`config.mk`:
```
export PLATFORM = sky130hd
export DESIGN_NAME = taylor_sine_cosine
export DESIGN_NICKNAME = d
export VERILOG_FILES = /design/src/rtl/tsc_pkg.sv /design/src/rtl/tsc_mul.sv /design/src/rtl/tsc_div.sv /design/src/rtl/tsc_seq.sv /design/src/rtl/taylor_sine_cosine.sv
export SDC_FILE = /design/constraint.sdc
export NUM_CORES = 2
export LEC_CHECK = 0
export BUFFER_PORTS_ARGS = -buffer_cell sky130_fd_sc_hd__buf_2
export CAP_MARGIN = 40
export CORE_UTILIZATION = 60
export CTS_CLUSTER_DIAMETER = 60
export DETAILED_ROUTE_END_ITERATION = 6
export HOLD_SLACK_MARGIN = 0.02
export PLACE_DENSITY = 0.76
export SKIP_CTS_REPAIR_TIMING = 1
export SLEW_MARGIN = 10
export SYNTH_ARGS = -nofsm -noshare
export SYNTH_HDL_FRONTEND = slang
export SYNTH_HIERARCHICAL = 1
export SYNTH_SLANG_ARGS = --single-unit
```
`constraint.sdc`:
```
create_clock -name clk -period 25.1 [get_ports clk]
set_input_delay 1.255 -clock clk [delete_from_list [all_inputs] [get_ports clk]]
set_output_delay 1.255 -clock clk [all_outputs]
set_load 0.02 [all_outputs]
```
`src/rtl/tsc_pkg.sv`:
```
`timescale 1ns / 1ps

package tsc_pkg;

	localparam int ANGLE_W       = 32;
	localparam int VALUE_W       = 32;
	localparam int TERMS_W       = 6;
	localparam int TERMS_MAX     = 2**TERMS_W - 1;
	localparam int ACC_W         = 3;
	localparam int MAX_TERMS_DEF = 32;

	// fraction bits of the internal Q10.22 format
	localparam int FRAC = 22;

	// datapath widths, bounded by |angle| <= 360 after reduction
	localparam int MAG_W   = 32;
	localparam int RED_W   = 25;
	localparam int RMAG_W  = 25;
	localparam int R2_W    = 28;
	localparam int DMAG_W  = 30;
	localparam int MUL_A_W = DMAG_W;
	localparam int MUL_B_W = R2_W;
	localparam int PROD_W  = MUL_A_W + MUL_B_W;
	localparam int NUM_W   = PROD_W - FRAC;
	localparam int SUM_W   = 40;
	localparam int EPS_W   = 23;

	// Q10.22 sum to Q2.30 result
	localparam int VAL_SHIFT = 8;
	localparam int KEEP_W    = VALUE_W - VAL_SHIFT;

	// quotient bits retired per divider cycle
	localparam int DIV_BITS = 4;

	// range reduction: quotient by 360 degrees stays below 128
	localparam logic [MAG_W-1:0] DEG360_Q16 = 32'd23592960;
	localparam int RED_STEPS = 7;
	localparam int RK_W      = 3;

	localparam logic [MUL_B_W-1:0] RAD_PER_DEG_Q32 = 28'd74961321;
	localparam int RAD_SHIFT = 26;
	localparam logic [DMAG_W-1:0] ONE_Q22 = 30'd4194304;

	typedef struct packed {
		logic busy;
		logic done;
	} div_stat_t;

	typedef struct packed {
		logic idle;
		logic done;
	} seq_stat_t;

	// stop threshold 10^-acc in Q10.22, seven acts as six
	function automatic logic [EPS_W-1:0] eps_q22(input logic [ACC_W-1:0] acc);
		logic [EPS_W-1:0] e;
		case (acc)
			3'd0: e = 23'd4194304;
			3'd1: e = 23'd419430;
			3'd2: e = 23'd41943;
			3'd3: e = 23'd4194;
			3'd4: e = 23'd419;
			3'd5: e = 23'd42;
			default: e = 23'd4;
		endcase
		return e;
	endfunction

endpackage

```
`src/rtl/tsc_mul.sv`:
```
`timescale 1ns / 1ps

module tsc_mul (
	input  logic                         clk,
	input  logic [tsc_pkg::MUL_A_W-1:0]  a,
	input  logic [tsc_pkg::MUL_B_W-1:0]  b,
	output logic [tsc_pkg::PROD_W-1:0]   prod
);
	import tsc_pkg::*;

	logic [PROD_W-1:0] prod_q;

	always_ff @(posedge clk) begin
		prod_q <= a * b;
	end

	assign prod = prod_q;

endmodule

```
`src/rtl/tsc_div.sv`:
```
`timescale 1ns / 1ps

module tsc_div #(
	parameter int DEN_W = 13
) (
	input  logic                        clk,
	input  logic                        arst_n,
	input  logic                        start,
	input  logic [tsc_pkg::NUM_W-1:0]   num,
	input  logic [DEN_W-1:0]            den,
	output tsc_pkg::div_stat_t          stat,
	output logic [tsc_pkg::NUM_W-1:0]   quot
);
	import tsc_pkg::*;

	localparam int STEPS = (NUM_W + DIV_BITS - 1) / DIV_BITS;
	localparam int PAD_W = STEPS * DIV_BITS;
	localparam int CW    = $clog2(STEPS + 1);

	logic             busy_q;
	logic             done_q;
	logic [CW-1:0]    cnt_q;
	logic [PAD_W-1:0] num_q;
	logic [PAD_W-1:0] quot_q;
	logic [DEN_W-1:0] rem_q;
	logic [DEN_W-1:0] den_q;

	logic [DEN_W:0]    r;
	logic [DIV_BITS-1:0] qb;
	logic [DEN_W-1:0]  rem_nxt;

	// restoring division, DIV_BITS quotient bits per cycle
	always_comb begin
		r  = {1'b0, rem_q};
		qb = '0;
		for (int i = 0; i < DIV_BITS; i++) begin
			r = {r[DEN_W-1:0], num_q[PAD_W-1-i]};
			if (r >= {1'b0, den_q}) begin
				r = r - {1'b0, den_q};
				qb[DIV_BITS-1-i] = 1'b1;
			end
		end
		rem_nxt = r[DEN_W-1:0];
	end

	always_ff @(posedge clk or negedge arst_n) begin
		if (!arst_n) begin
			busy_q <= 1'b0;
			done_q <= 1'b0;
			cnt_q  <= '0;
		end else begin
			done_q <= 1'b0;
			if (start) begin
				busy_q <= 1'b1;
				cnt_q  <= CW'(STEPS);
			end else if (busy_q) begin
				cnt_q <= cnt_q - CW'(1);
				if (cnt_q == CW'(1)) begin
					busy_q <= 1'b0;
					done_q <= 1'b1;
				end
			end
		end
	end

	always_ff @(posedge clk) begin
		if (start) begin
			num_q  <= PAD_W'(num);
			quot_q <= '0;
			rem_q  <= '0;
			den_q  <= den;
		end else if (busy_q) begin
			num_q  <= num_q << DIV_BITS;
			quot_q <= PAD_W'({quot_q, qb});
			rem_q  <= rem_nxt;
		end
	end

	assign stat.busy = busy_q;
	assign stat.done = done_q;
	assign quot      = quot_q[NUM_W-1:0];

endmodule

```
`src/rtl/tsc_seq.sv`:
```
`timescale 1ns / 1ps

module tsc_seq #(
	parameter int MAX_TERMS = tsc_pkg::MAX_TERMS_DEF
) (
	input  logic                          clk,
	input  logic                          arst_n,
	input  logic                          start,
	input  logic [tsc_pkg::ANGLE_W-1:0]   angle,
	input  logic                          cos_sel,
	input  logic [tsc_pkg::ACC_W-1:0]     acc,
	input  logic                          take,
	output tsc_pkg::seq_stat_t            stat,
	output logic [tsc_pkg::VALUE_W-1:0]   value,
	output logic [tsc_pkg::TERMS_W-1:0]   terms,
	output logic                          sat
);
	import tsc_pkg::*;

	localparam int CNT_W = $clog2(MAX_TERMS + 1);
	localparam int DEN_W = $clog2(4 * MAX_TERMS * MAX_TERMS + 2 * MAX_TERMS + 1);
	localparam int TX_W  = (CNT_W > TERMS_W) ? CNT_W : TERMS_W;

	typedef enum logic [3:0] {
		S_IDLE,
		S_REDUCE,
		S_RAD,
		S_RAD_RES,
		S_SQ,
		S_SQ_RES,
		S_TERM,
		S_TERM_DIV,
		S_DIV_WAIT,
		S_FIN
	} state_t;

	state_t                  state_q;
	logic                    cos_q;
	logic [EPS_W-1:0]        eps_q;
	logic                    neg_q;
	logic [MAG_W-1:0]        rem_q;
	logic [RK_W-1:0]         k_q;
	logic [RMAG_W-1:0]       rmag_q;
	logic [R2_W-1:0]         r2_q;
	logic [DMAG_W-1:0]       dmag_q;
	logic                    dneg_q;
	logic signed [SUM_W-1:0] sum_q;
	logic [CNT_W-1:0]        terms_q;
	logic [DEN_W-1:0]        den_q;

	logic [MUL_A_W-1:0]      mul_a;
	logic [MUL_B_W-1:0]      mul_b;
	logic [PROD_W-1:0]       prod;
	logic                    div_start;
	div_stat_t               div_stat;
	logic [NUM_W-1:0]        quot;

	logic [MAG_W-1:0]        mag_in;
	logic [MAG_W-1:0]        dk;
	logic [PROD_W-1:0]       rnd_rad;
	logic [PROD_W-1:0]       rnd_sq;
	logic [DMAG_W-1:0]       dmag_new;
	logic signed [SUM_W-1:0] dext;
	logic signed [SUM_W-1:0] rext;
	logic signed [SUM_W-1:0] sum_nxt;
	logic [CNT_W-1:0]        terms_nxt;
	logic                    more;
	logic [SUM_W-KEEP_W:0]   top_bits;
	logic [TX_W-1:0]         tx;

	tsc_mul u_mul (
		.clk  (clk),
		.a    (mul_a),
		.b    (mul_b),
		.prod (prod)
	);

	tsc_div #(
		.DEN_W (DEN_W)
	) u_div (
		.clk    (clk),
		.arst_n (arst_n),
		.start  (div_start),
		.num    (prod[PROD_W-1:FRAC]),
		.den    (den_q),
		.stat   (div_stat),
		.quot   (quot)
	);

	// operand select for the shared multiplier
	always_comb begin
		case (state_q)
			S_RAD: begin
				mul_a = MUL_A_W'(rem_q[RED_W-1:0]);
				mul_b = RAD_PER_DEG_Q32;
			end
			S_SQ: begin
				mul_a = MUL_A_W'(rmag_q);
				mul_b = MUL_B_W'(rmag_q);
			end
			default: begin
				mul_a = dmag_q;
				mul_b = r2_q;
			end
		endcase
	end

	assign div_start = (state_q == S_TERM_DIV);

	assign mag_in    = angle[ANGLE_W-1] ? (~angle + MAG_W'(1)) : angle;
	assign dk        = DEG360_Q16 << k_q;
	assign rnd_rad   = prod + (PROD_W'(1) << (RAD_SHIFT - 1));
	assign rnd_sq    = prod + (PROD_W'(1) << (FRAC - 1));
	assign dmag_new  = DMAG_W'(quot);
	assign dext      = signed'(SUM_W'(dmag_new));
	assign rext      = signed'(SUM_W'(rmag_q));
	// the new term carries the opposite sign of the previous one
	assign sum_nxt   = dneg_q ? (sum_q + dext) : (sum_q - dext);
	assign terms_nxt = terms_q + CNT_W'(1);
	assign more      = (dmag_new >= DMAG_W'(eps_q)) && (terms_nxt < CNT_W'(MAX_TERMS));

	always_ff @(posedge clk or negedge arst_n) begin
		if (!arst_n) begin
			state_q <= S_IDLE;
		end else begin
			case (state_q)
				S_IDLE: begin
					if (start) begin
						cos_q <= cos_sel;
						eps_q <= eps_q22(acc);
						neg_q <= angle[ANGLE_W-1];
						rem_q <= mag_in;
						k_q   <= RK_W'(RED_STEPS - 1);
						// exactly 360 is left as it is
						state_q <= (mag_in > DEG360_Q16) ? S_REDUCE : S_RAD;
					end
				end
				S_REDUCE: begin
					if (rem_q >= dk)
						rem_q <= rem_q - dk;
					k_q <= k_q - RK_W'(1);
					if (k_q == '0)
						state_q <= S_RAD;
				end
				S_RAD: begin
					state_q <= S_RAD_RES;
				end
				S_RAD_RES: begin
					rmag_q  <= RMAG_W'(rnd_rad >> RAD_SHIFT);
					state_q <= S_SQ;
				end
				S_SQ: begin
					state_q <= S_SQ_RES;
				end
				S_SQ_RES: begin
					r2_q    <= R2_W'(rnd_sq >> FRAC);
					terms_q <= CNT_W'(1);
					if (cos_q) begin
						dmag_q <= ONE_Q22;
						dneg_q <= 1'b0;
						sum_q  <= signed'(SUM_W'(ONE_Q22));
						den_q  <= DEN_W'(2);
					end else begin
						dmag_q <= DMAG_W'(rmag_q);
						dneg_q <= neg_q && (rmag_q != '0);
						sum_q  <= neg_q ? -rext : rext;
						den_q  <= DEN_W'(6);
					end
					state_q <= S_TERM;
				end
				S_TERM: begin
					state_q <= S_TERM_DIV;
				end
				S_TERM_DIV: begin
					state_q <= S_DIV_WAIT;
				end
				S_DIV_WAIT: begin
					if (div_stat.done) begin
						dmag_q  <= dmag_new;
						dneg_q  <= !dneg_q;
						sum_q   <= sum_nxt;
						terms_q <= terms_nxt;
						// next factorial pair: 8t+6 for sine, 8t+2 for cosine
						den_q   <= den_q + (DEN_W'(terms_q) << 3)
							+ (cos_q ? DEN_W'(2) : DEN_W'(6));
						state_q <= more ? S_TERM : S_FIN;
					end
				end
				S_FIN: begin
					if (take)
						state_q <= S_IDLE;
				end
				default: begin
					state_q <= S_IDLE;
				end
			endcase
		end
	end

	// clip to Q2.30 when the bits above the kept range disagree
	assign top_bits = sum_q[SUM_W-1:KEEP_W-1];
	assign sat      = !(&top_bits) && (|top_bits);
	assign value    = !sat ? {sum_q[KEEP_W-1:0], {VAL_SHIFT{1'b0}}}
		: (sum_q[SUM_W-1] ? {1'b1, {(VALUE_W-1){1'b0}}} : {1'b0, {(VALUE_W-1){1'b1}}});

	assign tx    = TX_W'(terms_q);
	assign terms = (tx > TX_W'(TERMS_MAX)) ? TERMS_W'(TERMS_MAX) : tx[TERMS_W-1:0];

	assign stat.idle = (state_q == S_IDLE);
	assign stat.done = (state_q == S_FIN);

endmodule

```
`src/rtl/taylor_sine_cosine.sv`:
```
`timescale 1ns / 1ps
// one angle at a time: a new angle is accepted only once the previous result has gone to the output register
// range reduction runs only when |angle| > 360 degrees
// each series term takes one pass of the shared 30x28 multiplier and one run of the radix-16 divider
// a finished result waits in the output register while the next angle is worked on
// arst_n clears all control state, function_select to 0 and accuracy_digits to 6

module taylor_sine_cosine #(
	parameter int MAX_TERMS = tsc_pkg::MAX_TERMS_DEF
) (
	input  logic        clk,
	input  logic        arst_n,

	input  logic        s_tvalid,
	output logic        s_tready,
	input  logic [31:0] s_tdata,   // [31:0] angle_deg

	output logic        m_tvalid,
	input  logic        m_tready,
	output logic [39:0] m_tdata,   // [31:0] series_value, [37:32] terms_used, [39:38] zero
	output logic        m_tuser,   // [0] saturated

	input  logic        psel,
	input  logic        penable,
	input  logic        pwrite,
	input  logic [2:0]  paddr,
	input  logic [31:0] pwdata,
	output logic [31:0] prdata,
	output logic        pready
);
	import tsc_pkg::*;

	localparam logic REG_FUNC_SEL = 1'b0;
	localparam logic REG_ACC      = 1'b1;
	localparam logic [ACC_W-1:0] ACC_RESET = 3'd6;

	logic               func_sel_q;
	logic [ACC_W-1:0]   acc_q;
	logic               cfg_wr;

	seq_stat_t          stat;
	logic               start;
	logic               res_take;
	logic [VALUE_W-1:0] res_value;
	logic [TERMS_W-1:0] res_terms;
	logic               res_sat;

	logic               out_valid_q;
	logic [VALUE_W-1:0] out_value_q;
	logic [TERMS_W-1:0] out_terms_q;
	logic               out_sat_q;

	assign pready = 1'b1;
	assign cfg_wr = psel && penable && pwrite && pready;

	always_ff @(posedge clk or negedge arst_n) begin
		if (!arst_n) begin
			func_sel_q <= 1'b0;
			acc_q      <= ACC_RESET;
		end else if (cfg_wr) begin
			case (paddr[2])
				REG_FUNC_SEL: func_sel_q <= pwdata[0];
				REG_ACC:      acc_q      <= pwdata[ACC_W-1:0];
				default: ;
			endcase
		end
	end

	always_comb begin
		case (paddr[2])
			REG_FUNC_SEL: prdata = {31'b0, func_sel_q};
			REG_ACC:      prdata = {{(32-ACC_W){1'b0}}, acc_q};
			default:      prdata = '0;
		endcase
	end

	assign s_tready = stat.idle;
	assign start    = s_tvalid && s_tready;
	assign res_take = stat.done && (!out_valid_q || m_tready);

	tsc_seq #(
		.MAX_TERMS (MAX_TERMS)
	) u_seq (
		.clk     (clk),
		.arst_n  (arst_n),
		.start   (start),
		.angle   (s_tdata),
		.cos_sel (func_sel_q),
		.acc     (acc_q),
		.take    (res_take),
		.stat    (stat),
		.value   (res_value),
		.terms   (res_terms),
		.sat     (res_sat)
	);

	always_ff @(posedge clk or negedge arst_n) begin
		if (!arst_n) begin
			out_valid_q <= 1'b0;
		end else if (res_take) begin
			out_valid_q <= 1'b1;
		end else if (m_tready) begin
			out_valid_q <= 1'b0;
		end
	end

	always_ff @(posedge clk) begin
		if (res_take) begin
			out_value_q <= res_value;
			out_terms_q <= res_terms;
			out_sat_q   <= res_sat;
		end
	end

	assign m_tvalid = out_valid_q;
	assign m_tdata  = {2'b00, out_terms_q, out_value_q};
	assign m_tuser  = out_sat_q;

	// the sequencer leaves idle right after taking an angle
	a_busy_after_accept: assert property (@(posedge clk) disable iff (!arst_n)
		(s_tvalid && s_tready) |=> !s_tready)
		else $error("input taken while sequencer busy");

	// at least one term is always reported
	a_terms_nonzero: assert property (@(posedge clk) disable iff (!arst_n)
		m_tvalid |-> (m_tdata[37:32] != 6'd0))
		else $error("result beat with zero terms");

	// a clipped result sits on one of the rails
	a_sat_rail: assert property (@(posedge clk) disable iff (!arst_n)
		(m_tvalid && m_tuser) |->
		(m_tdata[31:0] == 32'h7fffffff || m_tdata[31:0] == 32'h80000000))
		else $error("saturated flag without rail value");

endmodule
```
==> results.txt <==
The run finished with clean final reports. The slew of the pin with the lowest slew margin came out at 0.9208 ns. Synthesis produced a netlist whose cell count is 5,650. The die outline width came out at 295.6 µm. In this design, the largest share of critical-path delay is due to compound AO/OA/AOI/OAI gates.

The multi-input gate area in the final layout came out at 0.03657 mm². The number of port buffers came out at 86. The post-layout minimum cycle time is 10.59 ns.

The routed wirelength normalized by instance count is 20.03 µm. The hold violation count in the final report is 0. The average size of a mapped cell came out at 9.157 µm². The share of the core filled with cells in the final layout came out at 63.75%. Summing over every cut layer, the via total after detailed routing is 39,310.

Summing all placed instances gives a cell area of 0.05303 mm². The H-tree was split into 2 levels. Prior to clock tree synthesis, the placed netlist has a worst setup slack of 14.81 ns.

The largest fanout on the critical path is 36. The total inserted antenna cells came out at 0. The max-slew violation total from the final report came out at 0. Setup repair after global routing left no endpoint under its margin. In the finished design, the share of the clock period the worst path needs comes to 42.18%. The area growth from synthesis to layout is 5.086%. For the worst flop-to-flop path, the logic depth is 37. The full die area came out at 0.08741 mm². On the final layout, the worst clock skew is 0.03317 ns.

The number of routed nets with antenna violations came out at 0. The critical path launch point is u_seq/u_div/den_q[7]. The setup-violating endpoint count in the final report is 0. The later pin in the worst-skew pair is clocked with a latency of 0.58 ns. The pin count of the biggest net entering global routing is 69.

The number of buffers and inverters on the critical path came out at 3. Counting the fill cells in the layout gives 7,055. The via count of the first global-routing pass is 40,140. In this run the vertical extent of the chip is 295.6 µm. The cell row count is 107.

The max-capacitance violation count came out at 0. The remaining max-slew budget at the tightest pin came out at 37.03%. The number of warning messages in the yosys log is 6.

For this design the top-level I/O count stands at 150. The total half-perimeter wirelength after legalization and detailed placement is 100,900 µm. The buffer levels on the longest clock path is 3.

The clock transition time at the flip-flop clock pins of the worst setup and hold paths came out at 0.07 ns. The fraction of final layout cells with drive strength greater than 1 came out at 6.887%. The maximum clock rate came out at 0.09446 GHz. For this run, the detailed router's first-pass iteration total came to 6. The summed instance area of the synthesized netlist is 0.05174 mm². The remaining global-route overflow came out at 0. The minimum setup slack in the final design came out at 14.51 ns. The worst setup path is of the reg -> reg kind. After the last flow step, the layout net total stands at 6,710. The required time of the worst setup path came out at 25.55 ns. The area of all placed cells without fillers is 0.05437 mm². The TritonCTS clock tree is done. The largest single stage delay on the critical path is 0.58 ns. The clock drives 373 sinks. The placer congestion estimate came out at 0.9492. The worst register-to-register path begins at u_seq/u_div/den_q[7]. Summed over all failing endpoints, the final setup total negative slack is 0 ns. The register area is 0.01033 mm². In the routed design, unresolved DRC markers number 0. The worst setup path is captured at a register.

The capture point of the worst reg-to-reg path is u_seq/u_div/rem_q[12]. Once the floorplan was initialized, standard cells occupied 60.67% of the core. The detail-routed via count per cell is 5.850. The slack of the worst reg-to-reg path came out at 14.51 ns.

The initial antenna violation count came out at 2. Clock tree synthesis inserted a total of 41 buffers. The global-route usage over all layers came out at 31.70%. The number of logic stages on the critical path including buffering is 37. The total wirelength of the detailed-routed design is 134,600 µm. STA classifies the critical path startpoint as a register.

STA puts the critical path data arrival time at 11.03 ns. The placeable core region is 0.08528 mm². The tree is rooted in a sky130_fd_sc_hd__clkbuf_16. The worst hold path belongs to the class reg -> reg. The first-iteration detailed-routing DRC count came out at 2,868.

In this run the worst setup path terminates at u_seq/u_div/rem_q[12]. The wire length of the first global-routing pass is 216,500 µm. The cell with the largest stage delay on the worst path is sky130_fd_sc_hd__o41ai_1.
==> area by class of cell <==
type,count,share of cell area (%)
Inverter,945,6.524
Sequential cell,373,19.00
Timing Repair Buffer,168,2.154
Clock inverter,24,0.3751
Tap cell,1144,2.633
Multi-Input combinational cell,4015,67.27
Clock buffer,51,2.048
==> worst min path at each step <==
stage	depth (start not counted)	slack, ns	end	startpoint
CTS	0	0.46	u_seq/u_div/den_q[8]	u_seq/den_q[8]
finish	0	0.46	u_seq/u_div/den_q[3]	u_seq/den_q[3]
global route	0	0.48	u_seq/u_div/den_q[6]	u_seq/den_q[6]
floorplan	0	0.43	u_seq/u_div/den_q[3]	u_seq/den_q[3]
detailed placement	0	0.45	u_seq/u_div/den_q[3]	u_seq/den_q[3]
global placement	0	0.44	u_seq/u_div/den_q[8]	u_seq/den_q[8]
==> sequential cells by signal, summed over array words and instances (netlist names), 3 cells and up <==
signal             count
u_seq/den_q           12
u_seq/terms_q          6
out_terms_q            6
u_seq/rmag_q          25
u_seq/u_div/cnt_q      4
u_seq/dmag_q          30
u_seq/u_div/num_q     36
u_seq/r2_q            28
u_seq/eps_q           11
u_seq/sum_q           40
out_value_q           32
u_seq/u_div/rem_q     13
acc_q                  3
u_seq/u_div/quot      30
u_seq/rem_q           32
u_seq/u_div/den_q     13
u_seq/k_q              3
u_seq/state_q          4
u_seq/u_mul/prod      37
==> metal layers <==
metal  GRT usage [%]  vias to the layer above  part of all wire, %
li1                -                    17740                    -
met2           52.39                     1575                   47
met5               0                        -               0.0097
met1           41.91                    19630                   40
met4           13.16                        2                  4.5
met3           4.594                      363                  7.9
==> stage by stage <==
stage | hold slack, ns | std cells
after global routing | 0.4811 | 6720
after global placement | 0.4377 | 6631
after floorplan | 0.4307 | 5680
after CTS | 0.4609 | 6719
after detailed placement | 0.4487 | 6644
final | 0.4614 | 6720
==> layout by cell type (no fill, tap or decap), types with 13 or more instances in the layout <==
cell / instances
sky130_fd_sc_hd__ha_1: 360
sky130_fd_sc_hd__a31oi_1: 24
sky130_fd_sc_hd__o211ai_1: 13
sky130_fd_sc_hd__o22ai_1: 23
sky130_fd_sc_hd__conb_1: 33
sky130_fd_sc_hd__nand3_1: 74
sky130_fd_sc_hd__o21bai_1: 19
sky130_fd_sc_hd__nor2b_1: 26
sky130_fd_sc_hd__a21oi_1: 187
sky130_fd_sc_hd__buf_4: 69
sky130_fd_sc_hd__a211oi_1: 29
sky130_fd_sc_hd__a21o_1: 76
sky130_fd_sc_hd__nand2b_1: 24
sky130_fd_sc_hd__nor2_1: 213
sky130_fd_sc_hd__o21a_1: 22
sky130_fd_sc_hd__and3_1: 23
sky130_fd_sc_hd__inv_1: 942
sky130_fd_sc_hd__edfxtp_1: 278
sky130_fd_sc_hd__buf_2: 87
sky130_fd_sc_hd__nand4_1: 54
sky130_fd_sc_hd__a22oi_1: 13
sky130_fd_sc_hd__dfxtp_1: 80
sky130_fd_sc_hd__or3_1: 27
sky130_fd_sc_hd__nand2_1: 712
sky130_fd_sc_hd__nor3_1: 69
sky130_fd_sc_hd__mux2_2: 60
sky130_fd_sc_hd__fa_1: 732
sky130_fd_sc_hd__mux2i_1: 65
sky130_fd_sc_hd__clkbuf_16: 41
sky130_fd_sc_hd__nor4_1: 18
sky130_fd_sc_hd__o31ai_1: 31
sky130_fd_sc_hd__o21ai_0: 152
sky130_fd_sc_hd__and2_1: 463
sky130_fd_sc_hd__or2_2: 14
sky130_fd_sc_hd__xnor2_1: 122
sky130_fd_sc_hd__xor2_1: 140
Power is left out: the tool's default activity adds up to more than one toggle a clock period on the data nets, which glitch-free logic cannot reach.
